File: src/hdl/iffc_pkg.sv
package iffc_pkg;

    localparam int HEADER_BYTES   = 21;
    localparam int TRAILER_BYTES  = 4;
    localparam int HDR_CRC_SPAN   = 17;
    localparam int COUNT_BITS_DEF = 32;
    localparam int PLEN_BITS      = 32;
    localparam int END_BITS       = PLEN_BITS + 1;
    localparam int OUT_BITS       = 88;
    localparam int APB_ADDR_BITS  = 4;
    localparam int APB_DATA_BITS  = 32;

    localparam logic [31:0] CRC_POLY = 32'hEDB8_8320;
    localparam logic [31:0] CRC_ONES = 32'hFFFF_FFFF;
    localparam logic [15:0] DIM_MAX  = 16'd2000;
    localparam logic [7:0]  ROT_MAX  = 8'd3;
    localparam logic [7:0]  COLOR_MAX = 8'd1;

    typedef enum logic [1:0] {
        REG_MAGIC     = 2'd0,
        REG_VERSION   = 2'd1,
        REG_PAYLOAD   = 2'd2,
        REG_CHECK_CRC = 2'd3
    } reg_index_t;

    typedef enum logic [2:0] {
        STATUS_OK          = 3'd0,
        STATUS_TRUNCATED   = 3'd1,
        STATUS_HEADER_BAD  = 3'd2,
        STATUS_DIMS_BAD    = 3'd3,
        STATUS_SIZE_BAD    = 3'd4,
        STATUS_CORRUPTED   = 3'd5
    } status_t;

    typedef struct packed {
        logic [31:0] magic;
        logic [7:0]  version;
        logic [21:0] payload_bytes;
        logic        check_crc;
    } cfg_t;

    function automatic logic [31:0] crc_byte(input logic [31:0] crc_in, input logic [7:0] b);
        logic [31:0] c;
        c = crc_in ^ {24'd0, b};
        for (int i = 0; i < 8; i++)
        begin
            c = (c >> 1) ^ (c[0] ? CRC_POLY : 32'd0);
        end
        return c;
    endfunction

endpackage

File: src/hdl/iffc_cfg_regs.sv
module iffc_cfg_regs (
    input  logic                                clk,
    input  logic                                rst_n,
    input  logic                                psel,
    input  logic                                penable,
    input  logic                                pwrite,
    input  logic [iffc_pkg::APB_ADDR_BITS-1:0]  paddr,
    input  logic [iffc_pkg::APB_DATA_BITS-1:0]  pwdata,
    output logic [iffc_pkg::APB_DATA_BITS-1:0]  prdata,
    output logic                                pready,
    output iffc_pkg::cfg_t                      cfg
);

    iffc_pkg::cfg_t     cfg_reg;
    iffc_pkg::cfg_t     cfg_next;
    iffc_pkg::reg_index_t idx;
    logic               wr_en;

    assign pready = 1'b1;
    assign idx    = iffc_pkg::reg_index_t'(paddr[3:2]);
    assign wr_en  = psel & penable & pwrite & pready;

    always_comb
    begin
        cfg_next = cfg_reg;
        if (wr_en)
        begin
            unique case (idx)
                iffc_pkg::REG_MAGIC:     cfg_next.magic         = pwdata;
                iffc_pkg::REG_VERSION:   cfg_next.version       = pwdata[7:0];
                iffc_pkg::REG_PAYLOAD:   cfg_next.payload_bytes = pwdata[21:0];
                iffc_pkg::REG_CHECK_CRC: cfg_next.check_crc     = pwdata[0];
                default:                 cfg_next = cfg_reg;
            endcase
        end
    end

    always_ff @(posedge clk or negedge rst_n)
    begin
        if (!rst_n)
        begin
            cfg_reg.magic         <= 32'd0;
            cfg_reg.version       <= 8'd0;
            cfg_reg.payload_bytes <= 22'd0;
            cfg_reg.check_crc     <= 1'b1;
        end
        else
        begin
            cfg_reg <= cfg_next;
        end
    end

    always_comb
    begin
        unique case (idx)
            iffc_pkg::REG_MAGIC:     prdata = cfg_reg.magic;
            iffc_pkg::REG_VERSION:   prdata = {24'd0, cfg_reg.version};
            iffc_pkg::REG_PAYLOAD:   prdata = {10'd0, cfg_reg.payload_bytes};
            iffc_pkg::REG_CHECK_CRC: prdata = {31'd0, cfg_reg.check_crc};
            default:                 prdata = '0;
        endcase
    end

    assign cfg = cfg_reg;

endmodule

File: config.mk
export PLATFORM = sky130hd
export DESIGN_NAME = iffc_cfg_regs
export DESIGN_NICKNAME = d
export VERILOG_FILES = /design/src/hdl/iffc_pkg.sv /design/src/hdl/iffc_cfg_regs.sv
export SDC_FILE = /design/constraint.sdc
export NUM_CORES = 1
export LEC_CHECK = 0
export BUFFER_PORTS_ARGS = -buffer_cell sky130_fd_sc_hd__buf_2
export CORE_MARGIN = 3
export CORE_UTILIZATION = 38
export CTS_CLUSTER_SIZE = 8
export DETAILED_ROUTE_END_ITERATION = 16
export PLACE_DENSITY = 0.75
export SYNTH_ARGS = -nofsm -noshare
export SYNTH_HDL_FRONTEND = slang
export SYNTH_SLANG_ARGS = --single-unit
File: constraint.sdc
create_clock -name clk -period 0.9 [get_ports clk]
set_input_delay 0.09 -clock clk [delete_from_list [all_inputs] [get_ports clk]]
set_output_delay 0.09 -clock clk [all_outputs]
set_load 0.02 [all_outputs]
==> flow_metrics.py <==
metrics = {
    "timing": {
        "layout_min_cycle_time_ns": 1.492,
        "hold_viol": 0,
        "setup_violations": 126,
        "setup-tns-final_ns": -22.26,
        "finalCritPeriodShare_pct": 165.8,
        "slew_viol_final": 0,
        "max_clock_freq_mhz": 670.3,
        "grt_setup_unrepaired": "yes",
        "final.setup.worst_slack_ns": -0.5918,
        "finClkSkew_ns": 0,
    },
    "finish": {
        "final_common_cell": "buf_6",
        "nNetsFinal": 489,
        "drive_above_1_share_pct": 74.17,
        "final_cell_area_um2": 5863,
        "antenna_cells": 0,
        "fill_cells": 370,
        "layout_common_cells": "buf_6 (155), dfrtp_1 (59), mux2_4 (38), buf_2 (37), dlygate4sd3_1 (26)",
        "largest_reg_flops": 63,
        "area_growth_pct": 104.5,
    },
    "pwr": {
        "pwr-share-clk_pct": 18.6,
        "power_density_nw_per_um2": 2265,
        "internal_power_uw": 8702,
        "swShare_pct": 34.48,
        "comb_power_share_pct": 50.0,
        "ir_worst_vdd_mv": 1.136,
        "p_leak_uw": 0.002831,
        "power.switching_uw": 4579,
        "seq_power_share_pct": 31.4,
    },
    "synthesis": {
        "ys_seq_area_share_pct": 55.02,
        "synth_area_leaders": "dfrtp_1 (54%), mux2_2 (24%), mux2i_1 (7.3%)",
        "syn_inst": 208,
        "ys_ff_latch": 63,
        "synth_area_leader_cell": "dfrtp_1",
        "post_synth.cell_area_avg_um2": 13.79,
        "yosys.area.top_type_share_pct": 54.10,
        "netlist_area_um2": 2868,
        "yosysUniqueCellTypes": 21,
        "synth_nets": 249,
        "yosysWarningCount": 0,
    },
    "min_path": {
        "min_delay_path_depth": 2,
        "hold_path.class": "in2reg",
        "hp-start": "pwdata[2]",
        "hold_end": "cfg[3]",
    },
    "place": {
        "dp_hpwl_um": 5269,
        "postPlaceCellArea_um2": 3943,
        "portBuffers": 133,
        "place.gp.congestion": 0.8200,
    },
    "die": {
        "die_area_um2": 8625,
        "core_um2": 7292,
        "start_util_pct": 39.33,
        "pin_count": 137,
        "die_y_um": 92.87,
        "die-width_um": 92.87,
        "num_rows": 31,
    },
    "clock_tree": {
        "cts_tree": "done",
        "cts_root_buf": "clkbuf_8",
        "h-tree-depth": 3,
        "cts.sinks": 63,
        "clkLatencyLatePin_ns": 0.33,
        "cts_buffers": 9,
        "cts.path.max_buffers": 2,
        "clk_pin_slew_worst_paths_ns": 0.07,
    },
    "routing": {
        "viasPerCell": 4.993,
        "drtIter0Drc": 91,
        "drt_pass1_iterations": 4,
        "via_count": 2756,
        "wl_per_cell_um": 21.49,
        "routed_wl_um": 11860,
        "ant_nets": 0,
        "drc_errors": 0,
    },
    "grt": {
        "grt_pass1_wl_um": 16080,
        "first_global_vias": 2869,
        "grt_max_degree": 64,
        "track_usage_pct": 24.51,
        "gr-total-overflow": 0,
        "antenna_found_initial": 0,
    },
    "worst_setup_path": {
        "arrival_ns": 1.40,
        "reg2reg_slack_ns": -0.20,
        "rr_worst_depth": 4,
        "timing.rr.end": "cfg[1]",
        "r2r_start": "cfg[1]",
        "cp-end-kind": "primary output",
        "crit_type": "reg2out",
        "cp_data_required_time_ns": 0.81,
        "critPathLaunchType": "flop",
        "path_max_fanout": 2,
    },
    "outcome": {
        "outcome": "finished, violations left",
        "violations": "negative setup slack",
    },
    "run": {
        "maxCapViolCount": 0,
    },
}
==> worst max path at each step <==
| stage | start | end | cells after the start |
|---|---|---|---|
| after floorplan | paddr[2] | cfg[41] | 4 |
| after global routing | cfg[23] | prdata[0] | 2 |
| after CTS | cfg[1] | prdata[0] | 2 |
| final | cfg[23] | prdata[0] | 2 |
| after detailed placement | pwrite | cfg[62] | 5 |
| after global placement | pwrite | cfg[40] | 5 |
==> power groups by stage <==
stage | logic (uW) | registers, uW | clock network (uW)
floorplan | 1450 | 4820 | 0
global placement | 3530 | 4020 | 0
detailed placement | 3610 | 4050 | 0
CTS | 5700 | 4030 | 2460
global route | 6920 | 4220 | 2630
finish | 6640 | 4170 | 2470
==> metrics by stage <==
stage | total power, uW | utilization (%) | std cells | hold slack (ns) | worst slack (ns)
after floorplan | 6271 | - | 208 | -0.2056 | -0.2216
after global placement | 7550 | 54.07 | 448 | 0.1280 | -0.3486
after detailed placement | 7657 | 54.07 | 448 | 0.1295 | -0.3727
after CTS | 12190 | 73.85 | 529 | 0.0005178 | -0.5679
after global routing | 13770 | 80.40 | 552 | 0.01166 | -0.6327
final | 13280 | 80.40 | 552 | 0.01909 | -0.5918
==> cells by family (layout without fill, tap and decap cells) <==
family | Yosys count | after routing | share of synthesized area (%)
compound gates | 7 | 7 | 1.222
other cells | 1 | 1 | 0.1308
simple gates | 39 | 39 | 7.156
flops | 63 | 63 | 55.02
mux | 85 | 85 | 32.85
buf+inv | 13 | 258 | 3.621
==> layout make-up <==
class                   count  area (um2)  share of cell area [%]
flip-flops and latches     63        1582                   26.97
inverters                   1       8.758                  0.1494
multi-input cells         132        1443                   24.61
repair buffers            241        2516                   42.92
well taps                  99       123.9                   2.113
clock inverters             4       45.04                  0.7682
clock buffers              12       145.1                   2.475
==> worst max-delay path, cell delays in order (launching register included) <==
cell and delay [ns]:
dfrtp_2 0.42, mux4_2 0.49, buf_6 0.15
==> Yosys cell counts <==
master	n
and2_1	10
buf_2	2
buf_4	2
buf_6	6
clkbuf_1	2
conb_1	1
dfrtp_1	62
dfstp_2	1
inv_2	1
mux2_1	3
mux2_2	60
mux2i_1	21
mux4_2	1
nand2_1	7
nand3_1	1
nand4_1	1
nor2_1	16
nor2_2	1
nor2b_1	1
nor3_4	2
o21ai_0	7
==> repair_timing <==
action,in CTS,in global routing
cloned,0,4
pin swaps,1,7
endpoints found under the hold margin,93,3
gates resized for setup,219,82
setup endpoints to repair,107,143
buffers inserted,42,31
hold buffers,23,3
==> metal layers <==
metal	global-route usage, %	up-vias	routed length (um)
met5	0	-	0
met4	6.838	0	205
met3	5.686	22	744
met2	44.39	132	6300
met1	28.87	1397	4612
li1	-	1205	-
No activity file was read; power rests on OpenSTA's default activity.
